### config.mk
export PLATFORM = sky130hd
export DESIGN_NAME = rmlp_div
export DESIGN_NICKNAME = d
export VERILOG_FILES = /design/src/rtl/core/rmlp_pkg.sv /design/src/rtl/core/rmlp_div.sv
export SDC_FILE = /design/constraint.sdc
export NUM_CORES = 1
export LEC_CHECK = 0
export BUFFER_PORTS_ARGS = -buffer_cell sky130_fd_sc_hd__buf_2
export CAP_MARGIN = 30
export CELL_PAD_IN_SITES_DETAIL_PLACEMENT = 1
export CELL_PAD_IN_SITES_GLOBAL_PLACEMENT = 1
export CORE_UTILIZATION = 30
export CTS_BUF_LIST = sky130_fd_sc_hd__clkbuf_2 sky130_fd_sc_hd__clkbuf_4 sky130_fd_sc_hd__clkbuf_8
export CTS_CLUSTER_SIZE = 8
export DETAILED_ROUTE_END_ITERATION = 8
export PLACE_DENSITY = 0.61
export SLEW_MARGIN = 20
export SYNTH_ARGS = -nofsm -noshare
export SYNTH_HDL_FRONTEND = slang
export SYNTH_SLANG_ARGS = --single-unit
### constraint.sdc
create_clock -name clk -period 7.96 [get_ports clk]
set_input_delay 1.592 -clock clk [delete_from_list [all_inputs] [get_ports clk]]
set_output_delay 1.592 -clock clk [all_outputs]
set_load 0.005 [all_outputs]
### src/rtl/core/rmlp_pkg.sv
// Shared types, constants and saturation helpers of the rational-map Lyapunov pixel block.
// Used by rmlp_div and rational_map_lyapunov_pixel; depends on nothing.
`default_nettype none

package rmlp_pkg;

  localparam int unsigned FRAC_BITS_DEF      = 16;
  localparam int unsigned LOG_TABLE_BITS_DEF = 8;

  localparam int unsigned CFG_W   = 20;
  localparam int unsigned CFG_IDX_W = 2;
  localparam int unsigned MANT_FB = 30;
  localparam int unsigned LN2_SHIFT = 25;
  localparam logic [23:0] LN2_Q24 = 24'd11629080;
  localparam int signed   COLOUR_BIAS = 256;

  localparam logic [CFG_IDX_W-1:0] REG_COEF_A  = 2'd0;
  localparam logic [CFG_IDX_W-1:0] REG_COEF_B  = 2'd1;
  localparam logic [CFG_IDX_W-1:0] REG_WARMUP  = 2'd2;
  localparam logic [CFG_IDX_W-1:0] REG_SAMPLES = 2'd3;

  typedef struct packed {
    logic        start;
    logic        neg;
    logic        dbl;
    logic [31:0] mag;
    logic [63:0] den;
  } div_req_t;

  typedef struct packed {
    logic               done;
    logic               ovf;
    logic signed [31:0] quo;
  } div_rsp_t;

  function automatic logic signed [31:0] sat32(input logic signed [67:0] v);
    if (v > 68'sd2147483647) begin
      return 32'sh7fffffff;
    end else if (v < -68'sd2147483648) begin
      return 32'sh80000000;
    end
    return v[31:0];
  endfunction

  function automatic logic ovf32(input logic signed [67:0] v);
    return (v > 68'sd2147483647) || (v < -68'sd2147483648);
  endfunction

endpackage

`default_nettype wire

### src/rtl/core/rmlp_div.sv
// Bit-serial restoring divider: floor(mag * 2^sh / den), capped and saturated to 32 bits.
// Depends on rmlp_pkg for its request and response structs.
`default_nettype none

module rmlp_div #(
  parameter int unsigned FRAC_BITS = rmlp_pkg::FRAC_BITS_DEF
) (
  input  logic               clk,
  input  logic               rst_n,
  input  rmlp_pkg::div_req_t req,
  output rmlp_pkg::div_rsp_t rsp
);

  localparam int unsigned ITER_MAX = 32 + 2 * FRAC_BITS;
  localparam int unsigned CNT_W    = $clog2(ITER_MAX + 1);

  logic               busy_r;
  logic               done_r;
  logic [CNT_W-1:0]   cnt_r;
  logic [CNT_W-1:0]   last_r;
  logic [31:0]        mag_r;
  logic [63:0]        rem_r;
  logic [63:0]        den_r;
  logic [32:0]        q_r;
  logic               big_r;
  logic               neg_r;
  logic               ovf_r;
  logic signed [31:0] quo_r;

  logic [64:0] rem_sh;
  logic [64:0] rem_dif;
  logic        ge;
  logic [32:0] q_step;
  logic        qbig;
  logic [32:0] cap;
  logic        ovf_fin;
  logic [31:0] quo_fin;

  assign rem_sh  = {rem_r, mag_r[31]};
  assign ge      = rem_sh >= {1'b0, den_r};
  assign rem_dif = rem_sh - {1'b0, den_r};
  assign q_step  = {q_r[31:0], ge};
  assign qbig    = big_r | q_r[32] | q_step[32];
  assign cap     = qbig ? 33'h1_0000_0000 : {1'b0, q_step[31:0]};

  // A negative result may reach exactly -2^31; a positive one stops one below 2^31.
  always_comb begin
    if (neg_r) begin
      ovf_fin = cap[32] | (cap[31] & (|cap[30:0]));
      quo_fin = ovf_fin ? 32'h8000_0000 : (32'd0 - cap[31:0]);
    end else begin
      ovf_fin = cap[32] | cap[31];
      quo_fin = ovf_fin ? 32'h7fff_ffff : cap[31:0];
    end
  end

  always_ff @(posedge clk) begin
    if (!rst_n) begin
      busy_r <= 1'b0;
      done_r <= 1'b0;
    end else begin
      done_r <= 1'b0;
      if (busy_r) begin
        rem_r <= ge ? rem_dif[63:0] : rem_sh[63:0];
        q_r   <= q_step;
        big_r <= big_r | q_r[32];
        mag_r <= {mag_r[30:0], 1'b0};
        cnt_r <= cnt_r + 1'b1;
        if (cnt_r == last_r) begin
          busy_r <= 1'b0;
          done_r <= 1'b1;
          ovf_r  <= ovf_fin;
          quo_r  <= $signed(quo_fin);
        end
      end else if (req.start) begin
        busy_r <= 1'b1;
        mag_r  <= req.mag;
        den_r  <= req.den;
        neg_r  <= req.neg;
        rem_r  <= '0;
        q_r    <= '0;
        big_r  <= 1'b0;
        cnt_r  <= '0;
        last_r <= req.dbl ? CNT_W'(32 + 2 * FRAC_BITS - 1) : CNT_W'(32 + FRAC_BITS - 1);
      end
    end
  end

  assign rsp = '{done: done_r, ovf: ovf_r, quo: quo_r};

endmodule

`default_nettype wire

==> results of run 1 <==
[cell type report]
class | instances | area (sq um) | area share, %
clock buffer | 57 | 715.7 | 4.267
tap | 615 | 769.5 | 4.588
timing repair buffer | 150 | 850.8 | 5.073
clock inverter | 26 | 210.2 | 1.253
inverter | 98 | 367.9 | 2.193
multi-input combinational | 1053 | 6730 | 40.13
sequential | 238 | 7128 | 42.50
[worst max-delay path by stage]
| stage | startpoint | end | slack [ns] |
|---|---|---|---|
| after floorplan | rst_n | ovf_r | 2.61 |
| after global placement | rem_r[26] | quo_r[5] | 3.02 |
| after detailed placement | rem_r[26] | quo_r[5] | 2.93 |
| after CTS | rem_r[26] | quo_r[5] | 2.95 |
| after global routing | rem_r[26] | quo_r[5] | 2.67 |
| final | rem_r[26] | quo_r[5] | 2.90 |
[kinds of logic after synthesis]
kind of cell,Yosys count
simple gates,481
fa+ha+maj,67
mux,32
compound gates,429
xor+xnor,44
buf+inv,171
flops,238
[registers in the layout (all words and copies together), names as in the netlist]
name    count
last_r      1
big_r       1
busy_r      1
mag_r      32
ovf_r       1
cnt_r       7
done_r      1
rem_r      64
q_r        33
neg_r       1
quo_r      32
den_r      64
[metal layers]
metal | up-vias | global-route usage, % | routed length (um)
met1 | 5848 | 24.05 | 20620
met4 | 0 | 4.861 | 865
met2 | 211 | 27.98 | 19700
li1 | 5679 | - | -
met5 | - | 0 | 0
met3 | 61 | 3.419 | 1802
[power by group]
group / switching (mW) / internal (mW) / total, mW
clock network: 0.587 / 0.694 / 1.28
logic: 0.489 / 0.286 / 0.775
registers: 0.0507 / 1.49 / 1.54
[metrics by stage]
stage	instance area [sq um]	utilization, %
after global routing	16770	35.13
final	16770	35.13
after detailed placement	15820	33.13
after floorplan	14490	-
after CTS	16740	35.07
after global placement	15760	33.02
[worst max-delay path: stages (launching register included)]
cell and delay [ns]:
edfxtp_1 0.39, ha_1 0.46, nand4_1 0.38, nor4_1 0.43, o311ai_0 0.20, a31oi_1 0.30, o211ai_1 0.26, o211ai_1 0.32
nand2_1 0.14, ha_1 0.33, o2111ai_2 0.20, nor2_1 0.13, a31oi_1 0.49, buf_4 0.30, o21ai_0 0.11, a221o_1 0.39
[cells in the mapped netlist, drive strengths merged (32+ instances only)]
library cell,n,area [sq um]
ha,66,825.8
nand3,36,180.2
inv,97,364.1
clkbuf,56,210.2
nand2,158,600.6
a21oi,131,655.6
mux2,32,360.4
o21ai,68,340.3
nor2,117,439.2
edfxtp,236,7087
and2,40,250.2
a21o,45,337.8
==> flow_summary.ini, run 1 <==
[setup_path]
regToRegSetupSlack_ns = 2.90
required_ns = 8.34
worstSetupPathType = flip-flop to flip-flop
reg2reg_from = rem_r[26]
worstSetupStartpointType = flip-flop
arrival_ns = 5.45
reg2reg_depth = 15
cp-end-kind = flip-flop
worstPathMaxFanout = 9
r2r_end = quo_r[5]

[place]
dp_slack_ns = 2.930
io_buffers = 134
dpl.cell_count = 2153
place.gp.congestion = 0.8245
hpwlAfterDp_um = 30160

[clock_network]
cts_made_buffers = 46
worstSkewPairLatency_ns = 0.64
cts_sinks = 238
cts-resized-gates = 0
clockBufferDepth = 3
clock-root-buffer = clkbuf_8
post_cts_buffers = 0
ctsHoldBuffers = 0
clkTransAtPathRegs_ns = 0.06
htreeDepth = 2
cts_tree = done

[yosys]
yosysWarnings = 0
synth.area.mux_share_pct = 2.486
synth_xor_area_share_pct = 2.659
syn_area_sq_um = 14490
synth_compound_gate_area_share_pct = 19.65
netlist_instances = 1462
ys_seq_elements = 238
ys_seq_area_share_pct = 49.17
ys_types = 76
synth-main-ff-cell = edfxtp_1
synth-adder-area-share_pct = 5.836
yosys.area_share.simple_pct = 15.64
synth_top_family_by_area = compound AO/OA/AOI/OAI gates
avgSynthCellArea_sq_um = 9.914
async_flop_share_pct = 0
syn_nets = 1630
synth_edf_count = 236

[timing]
skew_ns = 0.03683
min_period_ns = 5.065
min_period_over_period_pct = 63.63
finalHoldViolCount = 0
worstMarginPinSlew_ns = 1.019
slew_violations = 0
timing.fmax_mhz = 197.4
slew_headroom_pct = 31.61
setup-tns-final_ns = 0
layout_setup_ws_ns = 2.895
finalSetupViolations = 0
hold_slack_ns = 0.5161
rsz0062_at_grt = no

[finish]
nFillCells = 5402
syn_to_final_growth_pct = 15.72
nNetsFinal = 1755
layout-drive-gt1-share_pct = 17.02
final_cell_mix = edfxtp_1, nand2_1, buf_2
n_antenna_cell = 0
final_common_cell = edfxtp_1
instances_no_fill = 2237

[power]
irDropWorstVdd_mv = 0.1085
p_per_area_nw_per_um2 = 214.3
p_leak_nw = 6.556
total_power_mw = 3.594

[global_routing]
grt_use_total_pct = 17.51
globalRouteOverflowTotal = 0
grt_max_degree = 66
grt_pass1_wl_um = 68700
antenna_found_initial = 0
grt_pass1_vias = 12300

[hold_path]
hp-start = mag_r[3]
hp-class = flip-flop to flip-flop
hold_end = mag_r[4]
hold_path_depth = 1

[drt]
antenna_left = 0
drtPass1Iterations = 5
wl_per_cell_um = 19.22
vias = 11800
drcViolationCount = 0
drt_iter0_drc = 703
viasPerCell = 5.274
detail_route.wirelength_um = 42990

[outcome]
status = finished clean

[run]
max_cap_violations = 0

[die]
die_w_um = 221.8
fp.dieArea_sq_um = 49200
core-area_sq_um = 47750
initial_core_util_pct = 30.36
io_pins = 135
rows = 80
die_h_um = 221.8
No activity file was read; power rests on OpenSTA's default activity.
==> inputs of run 2 (changes only) <==
Settings changed: PLACE_DENSITY 0.61 to 0.64.
Clock period 7.96 ns to 4.6 ns, I/O delays scaled along.
==> flow_summary.ini, run 2 (same netlist as run 1, synthesis figures left out) <==
[setup_path]
crit_path_cell_trace = ha_1, a21oi_1, a21boi_1, o311ai_0, a31oi_1, buf_4, o211ai_1, o211a_2, nand4_1, or3_1, a221o_1
critPathBufInv = 1
critPathCapture = quo_r[25]
reg2reg_depth = 11
worstPathMaxFanout = 32
cp.depth = 11
crit_family = compound AO/OA/AOI/OAI gates
slowest_stage = o211a_2
worstSetupPathType = flip-flop to flip-flop
required_ns = 4.96
r2r_end = quo_r[25]
worstSetupStartpointType = flip-flop
cp-startpoint = rem_r[13]
reg2reg_from = rem_r[13]
cp-end-kind = flip-flop
arrival_ns = 4.71
max_stage_delay_ns = 0.74
regToRegSetupSlack_ns = 0.24

[die]
die_h_um = 221.8
io_pins = 135
die_w_um = 221.8
core-area_sq_um = 47750
initial_core_util_pct = 30.36
rows = 80
fp.dieArea_sq_um = 49200

[clock_network]
cts_made_buffers = 46
cts_sinks = 238
worstSkewPairLatency_ns = 0.61
clockBufferDepth = 3
htreeDepth = 2
cts_tree = done
clkTransAtPathRegs_ns = 0.06
clock-root-buffer = clkbuf_8
ctsHoldBuffers = 0

[place]
dpl.cell_count = 2178
hpwlAfterDp_um = 30600
place_area_sq_um = 16000
dp_slack_ns = 0.1621
place.gp.congestion = 0.9124
io_buffers = 134

[hold_path]
hold_path_depth = 1
hp-class = primary input to flip-flop

[timing]
layout_setup_ws_ns = 0.2450
hold_slack_ns = 0.4877
min_period_ns = 4.355
skew_ns = 0.02373
rsz0062_at_grt = no
setup-tns-final_ns = 0
slew_headroom_pct = 38.53
worstMarginPinSlew_ns = 0.9187
finalSetupViolations = 0
min_period_over_period_pct = 94.67
slew_violations = 0
finalHoldViolCount = 0
timing.fmax_mhz = 229.6

[global_routing]
grt_max_degree = 82
globalRouteOverflowTotal = 0
grt_pass1_vias = 12510
grt_use_total_pct = 17.53
antenna_found_initial = 1
grt_pass1_wl_um = 69160

[finish]
final_common_cell = edfxtp_1
final_cell_mix = edfxtp_1, nand2_1, buf_2
utilization_pct = 35.47
nFillCells = 5395
instances_no_fill = 2261
reg_top3 = den_r (64), rem_r (64), q_r (33)
n_antenna_cell = 0
multi_input_area_sq_um = 6745
nNetsFinal = 1781
post-route-cell-area_sq_um = 16940
seq_area_sq_um = 7128
layout-drive-gt1-share_pct = 18.23
syn_to_final_growth_pct = 16.85

[drt]
detail_route.wirelength_um = 42710
vias = 11940
wl_per_cell_um = 18.89
drtPass1Iterations = 5
antenna_left = 0
drt_iter0_drc = 700
drcViolationCount = 0
viasPerCell = 5.283

[power]
p_per_area_nw_per_um2 = 366.0
total_power_mw = 6.198
swShare_pct = 30.70
combPwrFrac_pct = 22.1
pwr-share-clk_pct = 35.0
p_sw_mw = 1.903
irDropWorstVdd_mv = 0.1872
p_leak_nw = 6.658
p_int_mw = 4.295
pwr-share-seq_pct = 42.9

[run]
max_cap_violations = 0

[outcome]
status = finished clean
run 2: cell types whose count changed in the layout (fill, tap and decap cells not counted), moves of 2 or more:
cell | before | now
buf_12 | 0 | 2
clkinv_2 | 6 | 3
buf_16 | 3 | 0
buf_4 | 13 | 38
run 2: area by class of cell:
class	count	share of cell area, %
Multi-Input combinational cell	1053	39.83
Clock inverter	24	1.130
Clock buffer	57	4.263
Inverter	98	2.172
Tap cell	615	4.543
Sequential cell	238	42.09
Timing Repair Buffer	176	5.977
run 2: timing repair:
item                                    in CTS  in global routing
endpoints found under the setup margin       0                 21
hold endpoints to repair                     0                  0
setup buffers                                0                  1
resized for setup                            0                  2
run 2: power groups by stage:
stage               sequential [mW]  clock (mW)  combinational, mW
floorplan                      2.68           0              0.954
global placement               2.70           0               1.34
detailed placement             2.70           0               1.37
CTS                            2.66        2.25               1.38
global route                   2.68        2.33               1.53
finish                         2.66        2.17               1.37
run 2: routing by layer:
layer | wire length [um] | global-route usage, % | share of wire [%]
met1 | 20560 | 24.32 | 48
met2 | 19380 | 28.09 | 45
met3 | 1799 | 2.611 | 4.2
met4 | 965 | 5.444 | 2.3
met5 | 0 | 0 | 0
run 2: worst min path at each step:
stage,startpoint,endpoint,slack (ns)
after floorplan,cnt_r[6],done_r,0.51
after CTS,req[60],den_r[60],0.43
after global placement,mag_r[26],mag_r[27],0.53
after global routing,req[27],den_r[27],0.45
final,req[60],den_r[60],0.49
after detailed placement,mag_r[5],mag_r[6],0.53
==> inputs of run 3 (changes only) <==
Settings changed: CAP_MARGIN 30 to 20, CELL_PAD_IN_SITES_DETAIL_PLACEMENT 1 to not set, CELL_PAD_IN_SITES_GLOBAL_PLACEMENT 1 to not set, CORE_UTILIZATION 30 to 40, PLACE_DENSITY 0.64 to 0.66.
==> flow_summary.ini, run 3 (same netlist as run 1, synthesis figures left out) <==
[global_routing]
grt_pass1_vias = 11400
grt_max_degree = 65
grt_pass1_wl_um = 59660
antenna_found_initial = 1
grt_use_total_pct = 20.30
globalRouteOverflowTotal = 0

[finish]
final_cell_mix = edfxtp_1, nand2_1, buf_2
nNetsFinal = 1768
utilization_pct = 46.68
final_common_cell = edfxtp_1
nFillCells = 3358
instances_no_fill = 2094
post-route-cell-area_sq_um = 16600
reg_top3 = den_r (64), rem_r (64), q_r (33)
syn_to_final_growth_pct = 14.55
layout-drive-gt1-share_pct = 17.52

[place]
hpwlAfterDp_um = 26210
place.gp.congestion = 0.9128
dpl.cell_count = 2016
place_area_sq_um = 15730
dp_slack_ns = 0.3504
io_buffers = 134

[clock_network]
htreeDepth = 2
clkTransAtPathRegs_ns = 0.06
cts_sinks = 238
post_cts_buffers = 0
ctsHoldBuffers = 0
worstSkewPairLatency_ns = 0.62
cts_tree = done
clockBufferDepth = 3
cts_made_buffers = 43
cts-resized-gates = 0
clock-root-buffer = clkbuf_8

[setup_path]
worstPathMaxFanout = 10
arrival_ns = 4.76
regToRegSetupSlack_ns = 0.18
crit_path_cell_trace = ha_1, nand4_1, nor4_1, o311ai_0, a31oi_1, o211ai_1, o211ai_1, nand2_1, ha_1, o2111ai_2, nor2_1, a31oi_1, buf_4, o31ai_1, a221o_1
required_ns = 4.94
worstSetupStartpointType = flip-flop
slowest_stage = nor4_1
worstSetupPathType = flip-flop to flip-flop
cp-end-kind = flip-flop
max_stage_delay_ns = 0.53

[timing]
slew_headroom_pct = 38.79
setup-tns-final_ns = 0
min_period_over_period_pct = 96.09
finalHoldViolCount = 0
slew_violations = 0
finalSetupViolations = 0
skew_ns = 0.03370
rsz0062_at_grt = no
timing.fmax_mhz = 226.2
layout_setup_ws_ns = 0.1797
min_period_ns = 4.420
worstMarginPinSlew_ns = 0.8949

[outcome]
status = finished clean

[die]
initial_core_util_pct = 40.75
die_h_um = 192.4
io_pins = 135
rows = 69
die_w_um = 192.4
core-area_sq_um = 35570
fp.dieArea_sq_um = 37000

[drt]
drtPass1Iterations = 5
vias = 11870
antenna_left = 0
viasPerCell = 5.670
wl_per_cell_um = 17.96
drt_iter0_drc = 1013
detail_route.wirelength_um = 37610
drcViolationCount = 0

[power]
irDropWorstVdd_mv = 0.1956
p_per_area_nw_per_um2 = 363.4
p_leak_nw = 6.588

[run]
max_cap_violations = 0

[hold_path]
hp-class = primary input to flip-flop
## run 3: changes by cell type in the layout (fill, tap and decap cells not counted), moves of 2 or more
cell,change
clkinv_1,-2
clkbuf_4,+2
clkbuf_8,-2
inv_6,-2
buf_4,-7
inv_8,+2
## run 3: path summary, 6_finish.rpt
kind,startpoint,endpoint,cells past startpoint
setup / recovery,rem_r[25],quo_r[9],15
setup reg to reg,rem_r[25],quo_r[9],15
hold reg to reg,mag_r[18],mag_r[19],1
hold / removal,req[8],den_r[8],1
## run 3: worst max-delay path, delay by kind of cell, from the launching register on
family	cells	cell delay [ns]
compound gates	8	1.87
simple gates	4	1.00
flops	1	0.39
buf+inv	1	0.21
fa+ha+maj	2	0.70
## run 3: power breakdown
| part | internal [mW] | switching [mW] |
|---|---|---|
| logic | 0.504 | 0.813 |
| clock network | 1.12 | 0.926 |
| registers | 2.57 | 0.0934 |
| total | 4.20 | 1.83 |
## run 3: cell type report
| type | instances | area, sq um | share of cell area [%] |
|---|---|---|---|
| antenna | 1 | 2.502 | 0.01507 |
| clock buffer | 57 | 709.4 | 4.273 |
| clock inverter | 20 | 151.4 | 0.9119 |
| inverter | 98 | 367.9 | 2.216 |
| multi-input combinational | 1053 | 6743 | 40.61 |
| sequential | 238 | 7128 | 42.93 |
| tap | 461 | 576.8 | 3.474 |
| timing repair buffer | 166 | 923.4 | 5.562 |
## run 3: layer usage
layer / up-vias / wire length, um / track usage [%]
li1: 5714 / - / -
met1: 5675 / 17070 / 27.45
met5: - / 0 / 0
met2: 423 / 17280 / 32.87
met4: 0 / 915 / 7.177
met3: 62 / 2349 / 3.182
## run 3: per-stage QoR
| stage | power (mW) | hold WS [ns] |
|---|---|---|
| global route | 6.342 | 0.4458 |
| detailed placement | 4.006 | 0.5347 |
| global placement | 3.981 | 0.5249 |
| finish | 6.034 | 0.4804 |
| CTS | 6.085 | 0.4296 |
| floorplan | 3.630 | 0.5072 |
